$ cat src/rtl/stepper_halfstep_sequencer_core_defines.svh
// ----------------------------------------------------------------------------
// stepper half-step sequencer assertion macros
// concurrent assertion wrappers, compiled out when ASSERT_OFF is set
// ----------------------------------------------------------------------------
`ifndef STEPPER_HALFSTEP_SEQUENCER_CORE_DEFINES_SVH
`define STEPPER_HALFSTEP_SEQUENCER_CORE_DEFINES_SVH

`ifndef ASSERT_OFF

`define SHS_ASSERT_IMPL(label, clk, rst_n, ante, cons) \
  label: assert property (@(posedge clk) disable iff (!rst_n) (ante) |-> (cons)) \
    else $error("shs assertion failed");

`define SHS_ASSERT_NEXT(label, clk, rst_n, ante, cons) \
  label: assert property (@(posedge clk) disable iff (!rst_n) (ante) |=> (cons)) \
    else $error("shs assertion failed");

`else

`define SHS_ASSERT_IMPL(label, clk, rst_n, ante, cons)

`define SHS_ASSERT_NEXT(label, clk, rst_n, ante, cons)

`endif

`endif

$ cat src/rtl/shs_pkg.sv
// ----------------------------------------------------------------------------
// shs_pkg
// widths, constants and codes of the stepper half-step sequencer
// ----------------------------------------------------------------------------
package shs_pkg;

  localparam int STEPS_PER_TURN = 4096;
  localparam int POS_W          = $clog2(STEPS_PER_TURN);
  localparam int CNT_W          = POS_W + 1;

  localparam int ACTION_W = 2;
  localparam int ANGLE_W  = 9;
  localparam int COIL_W   = 4;
  localparam int PHASE_W  = 3;
  localparam int DEG_W    = 9;
  localparam int PAT_W    = COIL_W * (2 ** PHASE_W);

  localparam int DEG_PER_TURN  = 360;
  localparam int HALF_TURN_DEG = 180;
  localparam int MAX_ANGLE     = 360;

  localparam logic [PAT_W-1:0] PATTERNS_RESET = 32'h98C4_6231;

  // round(angle * steps / 360) through a reciprocal of 360
  localparam int RND_W       = ANGLE_W + POS_W;
  localparam int RECIP_SHIFT = RND_W + 9;
  localparam longint unsigned RECIP_MULT =
    ((64'd1 << RECIP_SHIFT) + DEG_PER_TURN - 1) / DEG_PER_TURN;
  localparam int RECIP_W = $clog2(RECIP_MULT + 1);
  localparam int PROD_W  = RND_W + RECIP_W;

  localparam int DEG_PROD_W = POS_W + DEG_W;

  typedef enum logic [ACTION_W-1:0] {
    ACT_ROTATE = 2'd0,
    ACT_TICK   = 2'd1,
    ACT_RESET  = 2'd2
  } action_e;

endpackage

$ cat src/rtl/shs_in_if.sv
// ----------------------------------------------------------------------------
// shs_in_if
// command beat channel: action and relative angle
// ----------------------------------------------------------------------------
interface shs_in_if
  import shs_pkg::*;
();
  logic                valid;
  logic                ready;
  logic [ACTION_W-1:0] action;
  logic [ANGLE_W-1:0]  angle_degrees;

  modport source (output valid, output action, output angle_degrees, input ready);
  modport sink   (input valid, input action, input angle_degrees, output ready);
endinterface

$ cat src/rtl/shs_out_if.sv
// ----------------------------------------------------------------------------
// shs_out_if
// result beat channel: coil drive, status flags and position
// ----------------------------------------------------------------------------
interface shs_out_if
  import shs_pkg::*;
();
  logic              valid;
  logic              ready;
  logic [COIL_W-1:0] coil_pattern;
  logic              stepped;
  logic              busy_res;
  logic              rejected;
  logic [DEG_W-1:0]  position_degrees;

  modport source (
    output valid, output coil_pattern, output stepped, output busy_res,
    output rejected, output position_degrees, input ready
  );
  modport sink (
    input valid, input coil_pattern, input stepped, input busy_res,
    input rejected, input position_degrees, output ready
  );
endinterface

$ cat src/rtl/stepper_halfstep_sequencer_core.sv
// ----------------------------------------------------------------------------
// stepper_halfstep_sequencer_core
// half-step coil sequencer for a unipolar stepper with position in degrees
//
// path: command beat into the input register, then the result register
// throughput: one beat per cycle unless out_o stalls; step count multiply
//   before the input register, state update before the result register
// reset: asynchronous, position, step count, phase and coils cleared,
//   phase patterns back to their default table
// ----------------------------------------------------------------------------
`include "stepper_halfstep_sequencer_core_defines.svh"

module stepper_halfstep_sequencer_core
  import shs_pkg::*;
(
  input  logic             clk_i,
  input  logic             rst_ni,
  input  logic             cfg_we_i,
  input  logic [PAT_W-1:0] cfg_wdata_i,
  shs_in_if.sink           in_i,
  shs_out_if.source        out_o
);

  logic [PAT_W-1:0] patterns_q;

  // input register
  logic                s1_valid_q;
  logic [ACTION_W-1:0] s1_action_q;
  logic                s1_angle_ok_q;
  logic [CNT_W-1:0]    s1_steps_q;

  logic [RND_W-1:0]  round_num;
  logic [PROD_W-1:0] round_prod;
  logic              s2_load;

  // sequencer state
  logic [POS_W-1:0]   pos_q, pos_d;
  logic [CNT_W-1:0]   steps_q, steps_d;
  logic [PHASE_W-1:0] phase_q, phase_d;
  logic [COIL_W-1:0]  coil_q, coil_d;
  logic [CNT_W-1:0]   pos_inc;
  logic               stepped_d;
  logic               rejected_d;
  logic [DEG_PROD_W-1:0] deg_prod;

  // result register
  logic              out_valid_q;
  logic [COIL_W-1:0] res_coil_q;
  logic              res_stepped_q;
  logic              res_busy_q;
  logic              res_rejected_q;
  logic [DEG_W-1:0]  res_deg_q;

  assign s2_load   = s1_valid_q && (!out_valid_q || out_o.ready);
  assign in_i.ready = !s1_valid_q || s2_load;

  always_comb begin
    round_num  = {in_i.angle_degrees, {POS_W{1'b0}}} + RND_W'(HALF_TURN_DEG);
    round_prod = PROD_W'(round_num) * PROD_W'(RECIP_MULT);
  end

  always_ff @(posedge clk_i or negedge rst_ni) begin
    if (!rst_ni) begin
      patterns_q <= PATTERNS_RESET;
    end else if (cfg_we_i) begin
      patterns_q <= cfg_wdata_i;
    end
  end

  always_ff @(posedge clk_i or negedge rst_ni) begin
    if (!rst_ni) begin
      s1_valid_q <= 1'b0;
    end else if (in_i.ready) begin
      s1_valid_q <= in_i.valid;
    end
  end

  always_ff @(posedge clk_i) begin
    if (in_i.valid && in_i.ready) begin
      s1_action_q   <= in_i.action;
      s1_angle_ok_q <= (in_i.angle_degrees <= ANGLE_W'(MAX_ANGLE));
      s1_steps_q    <= round_prod[RECIP_SHIFT +: CNT_W];
    end
  end

  always_comb begin
    pos_d      = pos_q;
    steps_d    = steps_q;
    phase_d    = phase_q;
    coil_d     = coil_q;
    stepped_d  = 1'b0;
    rejected_d = 1'b0;
    pos_inc    = {1'b0, pos_q} + CNT_W'(1);
    unique case (action_e'(s1_action_q))
      ACT_ROTATE: begin
        if (!s1_angle_ok_q || (steps_q != '0)) begin
          rejected_d = 1'b1;
        end else begin
          steps_d = s1_steps_q;
          phase_d = '0;
        end
      end
      ACT_TICK: begin
        if (steps_q != '0) begin
          coil_d    = patterns_q[{phase_q, 2'b00} +: COIL_W];
          phase_d   = phase_q + PHASE_W'(1);
          pos_d     = (pos_inc == CNT_W'(STEPS_PER_TURN)) ? '0 : pos_inc[POS_W-1:0];
          steps_d   = steps_q - CNT_W'(1);
          stepped_d = 1'b1;
        end
      end
      ACT_RESET: begin
        coil_d  = '0;
        pos_d   = '0;
        steps_d = '0;
      end
      default: begin
      end
    endcase
    // steps per turn is a power of two, so the scale down is a shift
    deg_prod = DEG_PROD_W'(pos_d) * DEG_PROD_W'(DEG_PER_TURN);
  end

  always_ff @(posedge clk_i or negedge rst_ni) begin
    if (!rst_ni) begin
      pos_q   <= '0;
      steps_q <= '0;
      phase_q <= '0;
      coil_q  <= '0;
    end else if (s2_load) begin
      pos_q   <= pos_d;
      steps_q <= steps_d;
      phase_q <= phase_d;
      coil_q  <= coil_d;
    end
  end

  always_ff @(posedge clk_i or negedge rst_ni) begin
    if (!rst_ni) begin
      out_valid_q <= 1'b0;
    end else if (s2_load) begin
      out_valid_q <= 1'b1;
    end else if (out_o.ready) begin
      out_valid_q <= 1'b0;
    end
  end

  always_ff @(posedge clk_i) begin
    if (s2_load) begin
      res_coil_q     <= coil_d;
      res_stepped_q  <= stepped_d;
      res_busy_q     <= (steps_d != '0);
      res_rejected_q <= rejected_d;
      res_deg_q      <= deg_prod[POS_W +: DEG_W];
    end
  end

  assign out_o.valid            = out_valid_q;
  assign out_o.coil_pattern     = res_coil_q;
  assign out_o.stepped          = res_stepped_q;
  assign out_o.busy_res         = res_busy_q;
  assign out_o.rejected         = res_rejected_q;
  assign out_o.position_degrees = res_deg_q;

  `SHS_ASSERT_IMPL(a_stall_blocks_input, clk_i, rst_ni,
    s1_valid_q && out_valid_q && !out_o.ready, !in_i.ready)
  `SHS_ASSERT_IMPL(a_step_not_rejected, clk_i, rst_ni,
    out_valid_q && res_stepped_q, !res_rejected_q)
  `SHS_ASSERT_IMPL(a_position_in_turn, clk_i, rst_ni,
    out_valid_q, res_deg_q < DEG_W'(DEG_PER_TURN))
  `SHS_ASSERT_NEXT(a_tick_counts_down, clk_i, rst_ni,
    s2_load && (s1_action_q == ACT_TICK) && (steps_q != '0),
    steps_q == $past(steps_q) - CNT_W'(1))

endmodule
$ cat src/flat_wrapper.sv
// flat-port wrapper written by rule: the top's interface ports become plain ports
module stepper_halfstep_sequencer_core_flat import shs_pkg::*;
  (clk_i, rst_ni, cfg_we_i, cfg_wdata_i, in_i_valid, in_i_action, in_i_angle_degrees, in_i_ready, out_o_valid, out_o_coil_pattern, out_o_stepped, out_o_busy_res, out_o_rejected, out_o_position_degrees, out_o_ready);
  shs_in_if in_i_i ();
  shs_out_if out_o_i ();
  input  logic clk_i;
  input  logic rst_ni;
  input  logic cfg_we_i;
  input  logic [PAT_W-1:0] cfg_wdata_i;
  input wire logic [$bits(in_i_i.valid)-1:0] in_i_valid;
  input wire logic [$bits(in_i_i.action)-1:0] in_i_action;
  input wire logic [$bits(in_i_i.angle_degrees)-1:0] in_i_angle_degrees;
  output wire logic [$bits(in_i_i.ready)-1:0] in_i_ready;
  output wire logic [$bits(out_o_i.valid)-1:0] out_o_valid;
  output wire logic [$bits(out_o_i.coil_pattern)-1:0] out_o_coil_pattern;
  output wire logic [$bits(out_o_i.stepped)-1:0] out_o_stepped;
  output wire logic [$bits(out_o_i.busy_res)-1:0] out_o_busy_res;
  output wire logic [$bits(out_o_i.rejected)-1:0] out_o_rejected;
  output wire logic [$bits(out_o_i.position_degrees)-1:0] out_o_position_degrees;
  input wire logic [$bits(out_o_i.ready)-1:0] out_o_ready;
  assign in_i_i.valid = in_i_valid;
  assign in_i_i.action = in_i_action;
  assign in_i_i.angle_degrees = in_i_angle_degrees;
  assign in_i_ready = in_i_i.ready;
  assign out_o_valid = out_o_i.valid;
  assign out_o_coil_pattern = out_o_i.coil_pattern;
  assign out_o_stepped = out_o_i.stepped;
  assign out_o_busy_res = out_o_i.busy_res;
  assign out_o_rejected = out_o_i.rejected;
  assign out_o_position_degrees = out_o_i.position_degrees;
  assign out_o_i.ready = out_o_ready;
  stepper_halfstep_sequencer_core u_core (.clk_i(clk_i), .rst_ni(rst_ni), .cfg_we_i(cfg_we_i), .cfg_wdata_i(cfg_wdata_i), .in_i(in_i_i), .out_o(out_o_i));
endmodule
$ cat config.mk
export PLATFORM = sky130hd
export DESIGN_NAME = stepper_halfstep_sequencer_core_flat
export DESIGN_NICKNAME = d
export VERILOG_FILES = /design/src/rtl/shs_pkg.sv /design/src/rtl/shs_in_if.sv /design/src/rtl/shs_out_if.sv /design/src/rtl/stepper_halfstep_sequencer_core.sv /design/src/flat_wrapper.sv
export VERILOG_INCLUDE_DIRS = /design/src /design/src/rtl
export SDC_FILE = /design/constraint.sdc
export NUM_CORES = 1
export LEC_CHECK = 0
export BUFFER_PORTS_ARGS = -buffer_cell sky130_fd_sc_hd__buf_2
export CORE_MARGIN = 2
export CORE_UTILIZATION = 31
export CTS_CLUSTER_SIZE = 16
export DETAILED_ROUTE_END_ITERATION = 8
export PLACE_DENSITY_LB_ADDON = 0.15
export SLEW_MARGIN = 20
export SYNTH_ARGS = -nofsm -noshare
export SYNTH_HDL_FRONTEND = slang
export SYNTH_SLANG_ARGS = --single-unit
$ cat constraint.sdc
create_clock -name clk_i -period 15.1 [get_ports clk_i]
set_clock_uncertainty 0.1 [all_clocks]
set_input_delay 1.51 -clock clk_i [delete_from_list [all_inputs] [get_ports clk_i]]
set_output_delay 1.51 -clock clk_i [all_outputs]
set_load 0.05 [all_outputs]
==> results of run 1 <==
-- critical path: stages --
cell	delay, ns
buf_2	0.15
inv_1	0.09
ha_1	0.32
inv_1	0.07
fa_1	0.53
inv_1	0.06
fa_1	0.40
inv_1	0.08
fa_1	0.47
fa_1	0.55
inv_1	0.04
ha_1	0.27
inv_1	0.04
ha_1	0.20
ha_1	0.31
a21oi_1	0.18
a21oi_1	0.09
nor3_1	0.46
o221a_2	0.30
o31a_1	0.22
o21ai_0	0.13
xor2_1	0.15
-- how the worst max path moves through the flow --
| stage | cells past startpoint | endpoint | start |
|---|---|---|---|
| final | 22 | u_core.s1_steps_q[11]$_DFFE_PP_ | in_i_angle_degrees[7] |
| after global routing | 22 | u_core.s1_steps_q[12]$_DFFE_PP_ | in_i_angle_degrees[7] |
| after CTS | 22 | u_core.s1_steps_q[11]$_DFFE_PP_ | in_i_angle_degrees[7] |
| after detailed placement | 22 | u_core.s1_steps_q[11]$_DFFE_PP_ | in_i_angle_degrees[7] |
| after global placement | 22 | u_core.s1_steps_q[11]$_DFFE_PP_ | in_i_angle_degrees[7] |
| after floorplan | 21 | u_core.s1_steps_q[9]$_DFFE_PP_ | in_i_angle_degrees[7] |
-- where the power goes --
| part | total (uW) | internal, uW | switching [uW] |
|---|---|---|---|
| Combinational | 1080 | 463 | 616 |
| Clock | 238 | 119 | 119 |
| Sequential | 417 | 358 | 59.7 |
| Total | 1730 | 939 | 795 |
-- layer usage --
metal	GRT usage (%)	share of wire (%)	vias to the layer above	routed length, microns
met5	0	0	-	0
met4	3.54	1.2	0	259
met3	1.43	2.2	13	458
met2	22.3	48	79	9910
met1	17.9	49	3208	10100
li1	-	-	3438	-
-- cell usage after synthesis (16+ instances only) --
master    number  area share [%]
dfrtp_1       54              14
a21oi_1       36             1.9
inv_1        161             6.2
edfxtp_1      32             9.9
fa_1          47             9.7
ha_1         191              25
nor3_1        16            0.82
o21ai_0       38             2.0
nor2_1        38             1.5
nand3_1       18            0.93
mux2_2        44             5.1
nand2_1       50             1.9
-- layout by cell type, fill, tap and decap left out, types with 9 or more instances in the layout --
cell type	synthesis	layout
nor3_1	16	16
a21oi_1	36	36
nand3_1	18	18
ha_1	191	191
mux2_2	44	44
clkbuf_16	0	9
nand2b_1	10	10
fa_1	47	47
and3_1	9	9
edfxtp_1	32	32
dfrtp_1	54	54
buf_2	5	65
nor2_1	38	38
nand2_1	50	50
dfstp_2	12	12
o31ai_1	10	10
xnor2_1	15	15
o21ai_0	38	38
o211ai_1	9	9
inv_1	161	161
-- final cells by class --
cell class | count | area [sq um] | share of cell area, %
Tap cell | 396 | 495 | 4.62
Clock inverter | 7 | 76.3 | 0.712
Clock buffer | 9 | 225 | 2.10
Timing Repair Buffer | 67 | 340 | 3.18
Multi-Input combinational cell | 668 | 6340 | 59.2
Sequential cell | 98 | 2630 | 24.5
Inverter | 162 | 608 | 5.67
-- sequential cells by signal (all words and copies together), names as in the netlist --
register	count
u_core.s1_valid_q	1
u_core.out_o.rejected	1
u_core.out_o.stepped	1
u_core.steps_q	13
u_core.patterns_q	32
u_core.pos_q	12
u_core.coil_q	4
u_core.s1_action_q	2
u_core.phase_q	3
u_core.out_o.position_degrees	9
u_core.s1_steps_q	13
u_core.s1_angle_ok_q	1
u_core.out_o.busy_res	1
u_core.out_o.valid	1
u_core.out_o.coil_pattern	4
-- per-stage QoR --
| stage | area [sq um] | hold WS [ns] |
|---|---|---|
| floorplan | 9730 | 0.357 |
| global placement | 10400 | 0.374 |
| detailed placement | 10400 | 0.383 |
| CTS | 10700 | 0.393 |
| global route | 10700 | 0.408 |
| finish | 10700 | 0.387 |
-- logic make-up (layout without fill, tap and decap cells) --
| kind of cell | count (synthesis) | in the layout | synth area share, % |
|---|---|---|---|
| xor+xnor | 22 | 22 | 1.98 |
| mux | 60 | 60 | 7.77 |
| simple gates | 191 | 191 | 10.2 |
| flops | 98 | 98 | 27.0 |
| compound gates | 157 | 157 | 11.0 |
| buf+inv | 192 | 245 | 7.79 |
| fa+ha+maj | 238 | 238 | 34.2 |
==> results.json, run 1 <==
{
  "numPortBuffers": 65,
  "final_util_pct": 34.9,
  "insertion_delay_ns": 0.36,
  "cp_max_fo": 6,
  "vias_per_cell": 4.79,
  "slew_headroom_pct": 40.9,
  "irDropWorstVdd_mv": 0.0795,
  "clockRootBuffer": "clkbuf_16",
  "htreeDepth": 3,
  "required_ns": 15.11,
  "grt_overflow_total": 0,
  "ff2ff_path_depth": 20,
  "dp.final_hpwl_microns": 16800,
  "drc": 0,
  "critPathLaunchType": "input port",
  "setup.worst_path.class": "input port to flop",
  "power.leakage_uw": 0.00535,
  "holdPathStages": 1,
  "synth_warnings": 0,
  "synth_fp_nets": 1244,
  "num_vias": 6738,
  "place_inst": 1391,
  "fillers": 3234,
  "rsz0062_at_grt": "no",
  "drt-total-wl_microns": 20800,
  "async_flop_share_pct": 67.3,
  "numCtsBuffers": 9,
  "die_w_microns": 181,
  "synth_area_per_cell_sq_um": 10.2,
  "r2r-end": "u_core.out_o.position_degrees[7]$_DFFE_PP_",
  "start_util_pct": 31.6,
  "die_h_microns": 181,
  "report.final.slew_viol_count": 0,
  "status": "completed",
  "synthDistinctLibCells": 75,
  "gp_congestion": 0.828,
  "report.final.hold_viol_count": 0,
  "synth_ff_type": "dfrtp_1",
  "hold_path_end": "u_core.out_o.valid$_DFFE_PN0P_",
  "cts_buffer_depth": 2,
  "end_kind": "flop",
  "tns_ns": 0,
  "final-instance-count-excl-fill": 1407,
  "grt_pass1_wl_microns": 35000,
  "r2r_slack_ns": 8.68,
  "antenna_found_initial": 0,
  "synth_area_sq_um": 9730,
  "powerDensity_nw_per_um2": 162,
  "post-cts-setup-buffers": 0,
  "tightest_slew_ns": 0.887,
  "hold_path_class": "flop to flop",
  "die_area_sq_um": 32800,
  "worstPathArrival_ns": 6.62,
  "grt_max_degree": 67,
  "postRouteAntennaNets": 0,
  "drt_iter0_drc": 267,
  "wl_per_cell_microns": 14.8,
  "n_antenna_cell": 0,
  "setup_viol": 0,
  "seq_area_frac_synth_pct": 27.0,
  "core_area_sq_um": 30700,
  "syn_inst": 958,
  "cts.sink_count": 98,
  "worstHoldStart": "u_core.s1_valid_q$_DFFE_PN0N_",
  "hold_buffers": 0,
  "layout.nets": 1292,
  "finalPower_uw": 1730,
  "synth_edf_count": 32,
  "pre_cts_slack_ns": 8.12,
  "fmaxAchievable_ghz": 0.151,
  "period_share_pct": 43.8,
  "num_rows": 64,
  "track_usage_pct": 13.2,
  "ios": 66,
  "ys_ff_latch": 98,
  "post_cts_resized": 0,
  "setup_slack_ns": 8.49,
  "tritoncts": "done",
  "regToRegStartpoint": "u_core.steps_q[5]$_DFFE_PN0P_",
  "layout-drive-gt1-share_pct": 16.6,
  "drv_cap": 0,
  "drt-pass1-iter-count": 4,
  "layout_min_cycle_time_ns": 6.61,
  "clk_pin_slew_worst_paths_ns": 0.08,
  "grt_pass1_vias": 6790,
  "layout-area-overhead-vs-synth_pct": 10.1
}
No activity file was read; power rests on OpenSTA's default activity.
==> inputs of run 2 (changes only) <==
==> constraint.sdc (replaced) <==
create_clock -name clk_i -period 6.7 [get_ports clk_i]
set_clock_uncertainty 0.1 [all_clocks]
set_input_delay 0.67 -clock clk_i [delete_from_list [all_inputs] [get_ports clk_i]]
set_output_delay 0.67 -clock clk_i [all_outputs]
set_load 0.05 [all_outputs]
==> run 2 against run 1 <==
Effect of this change: clock-buffer cell count is the same; final area grew 0.19%; clock power grew 120%; register-to-register slack lost 7.9 ns; core utilization grew 0.065 points; die area is the same; total power grew 130%; wire length grew 0.16%; first-iteration DRC count shrank 3.4%; cell count grew 0.14%; combinational power grew 130%; worst hold slack gained 0.0053 ns.
==> results.json, run 2 (synthesized netlist as in run 1, its figures left out) <==
{
  "n_antenna_cell": 0,
  "postRouteAntennaNets": 0,
  "cts_buffer_depth": 2,
  "gp_congestion": 0.834,
  "num_vias": 6732,
  "clockRootBuffer": "clkbuf_16",
  "worstHoldStart": "in_i_action[0]",
  "numCtsBuffers": 9,
  "report.final.hold_viol_count": 0,
  "ff2ff_path_depth": 22,
  "r2r_slack_ns": 0.78,
  "rsz0062_at_grt": "no",
  "final_cell_mix": "ha_1, inv_1, buf_2, dfrtp_1, nand2_1",
  "antenna_found_initial": 0,
  "post_cts_resized": 0,
  "tritoncts": "done",
  "hold_path_class": "input port to flop",
  "postLayoutCellArea_sq_um": 10700,
  "critPathMaxStageDelay_ns": 0.52,
  "vias_per_cell": 4.78,
  "grt_pass1_vias": 6868,
  "layout.nets": 1294,
  "mostFrequentLayoutCell": "ha_1",
  "power.leakage_uw": 0.00536,
  "top_register": "u_core.patterns_q",
  "tightest_slew_ns": 0.895,
  "numPortBuffers": 65,
  "largest_reg_flops": 32,
  "pre_cts_slack_ns": 0.536,
  "slew_headroom_pct": 40.3,
  "critPathLaunchType": "flop",
  "layout-area-overhead-vs-synth_pct": 10.4,
  "end_kind": "flop",
  "hold_buffers": 0,
  "crit_slowest_cell": "or3_1",
  "drv_cap": 0,
  "dp.final_hpwl_microns": 16800,
  "num_rows": 64,
  "worstPathArrival_ns": 5.93,
  "drt-pass1-iter-count": 5,
  "clk_pin_slew_worst_paths_ns": 0.08,
  "grt_overflow_total": 0,
  "drt-total-wl_microns": 20800,
  "report.final.slew_viol_count": 0,
  "finalPower_uw": 3910,
  "layout-drive-gt1-share_pct": 16.8,
  "track_usage_pct": 13.2,
  "die_w_microns": 181,
  "insertion_delay_ns": 0.36,
  "irDropWorstVdd_mv": 0.202,
  "fmaxAchievable_ghz": 0.169,
  "drc": 0,
  "critical_path.top_delay_family": "compound AO/OA/AOI/OAI gates",
  "place_area_sq_um": 10400,
  "powerDensity_nw_per_um2": 364,
  "regToRegStartpoint": "u_core.steps_q[0]$_DFFE_PN0P_",
  "final_util_pct": 34.9,
  "setup_slack_ns": 0.781,
  "path_cells": "inv_1, ha_1, or2b_1, or3_1, o211ai_4, a31o_4, nor2_1, o21ai_0, o21ai_0, ha_1, inv_1, fa_1, inv_1, fa_1, ha_1, a21oi_1, o21ai_0, a41o_1, o221a_2, o21ai_0, a21boi_0, xor2_1",
  "post-cts-setup-buffers": 0,
  "r2r-end": "u_core.out_o.position_degrees[7]$_DFFE_PP_",
  "htreeDepth": 3,
  "ios": 66,
  "grt_pass1_wl_microns": 35100,
  "grt_max_degree": 67,
  "start_util_pct": 31.6,
  "holdPathStages": 1,
  "layout_min_cycle_time_ns": 5.92,
  "cts.sink_count": 98,
  "crit_buf_inv": 3,
  "cp_max_fo": 21,
  "crit_path_frequent_cell": "o21ai_0",
  "period_share_pct": 88.3,
  "top_regs": "u_core.patterns_q x32, u_core.s1_steps_q x13, u_core.steps_q x13",
  "required_ns": 6.71,
  "wl_per_cell_microns": 14.8,
  "hold_path_end": "u_core.s1_action_q[0]$_DFFE_PP_",
  "core_area_sq_um": 30700,
  "setup.worst_path.class": "flop to flop",
  "drt_iter0_drc": 258,
  "die_area_sq_um": 32800,
  "die_h_microns": 181,
  "status": "completed",
  "setup_viol": 0,
  "tns_ns": 0
}
run 2: cell count changes in the layout (fill, tap and decap cells not counted):
cell	change
inv_8	-1
inv_12	-1
buf_4	+2
clkinv_8	+2
run 2: worst max path at each step:
stage	from	to	slack, ns	depth (start not counted)
final	u_core.steps_q[0]$_DFFE_PN0P_	u_core.out_o.position_degrees[7]$_DFFE_PP_	0.78	22
after global placement	in_i_angle_degrees[7]	u_core.s1_steps_q[11]$_DFFE_PP_	0.67	22
after detailed placement	in_i_angle_degrees[7]	u_core.s1_steps_q[11]$_DFFE_PP_	0.54	22
after CTS	u_core.steps_q[0]$_DFFE_PN0P_	u_core.out_o.position_degrees[7]$_DFFE_PP_	0.75	22
after floorplan	in_i_angle_degrees[7]	u_core.s1_steps_q[9]$_DFFE_PP_	1.10	21
after global routing	u_core.steps_q[9]$_DFFE_PN0P_	u_core.out_o.position_degrees[7]$_DFFE_PP_	0.38	19
run 2: stage by stage:
| step | instances | hold slack (ns) |
|---|---|---|
| 2_1_floorplan | 958 | 0.274 |
| 3_3_place_gp | 1393 | 0.381 |
| 3_5_place_dp | 1393 | 0.390 |
| 4_1_cts | 1409 | 0.373 |
| 5_1_grt | 1409 | 0.381 |
| 6_report | 1409 | 0.392 |
run 2: where the power goes:
| group | internal, uW | switching, uW | total [uW] |
|---|---|---|---|
| clock | 267 | 263 | 530 |
| combinational | 1050 | 1390 | 2440 |
| sequential | 806 | 134 | 940 |
run 2: final cells by class:
type / count / area [sq um]
clock buffers: 9 / 225
clock inverters: 7 / 81.3
fillers: 3199 / 20000
inverters: 162 / 608
multi-input cells: 668 / 6340
flip-flops and latches: 98 / 2630
well taps: 396 / 495
repair buffers: 69 / 355
run 2: metal layers:
metal	up-vias	global-route usage, %	part of all wire (%)
met4	0	4.07	1.5
met3	17	1.21	1.9
met2	68	22.2	48
met1	3212	18.0	49
li1	3435	-	-
met5	-	0	0
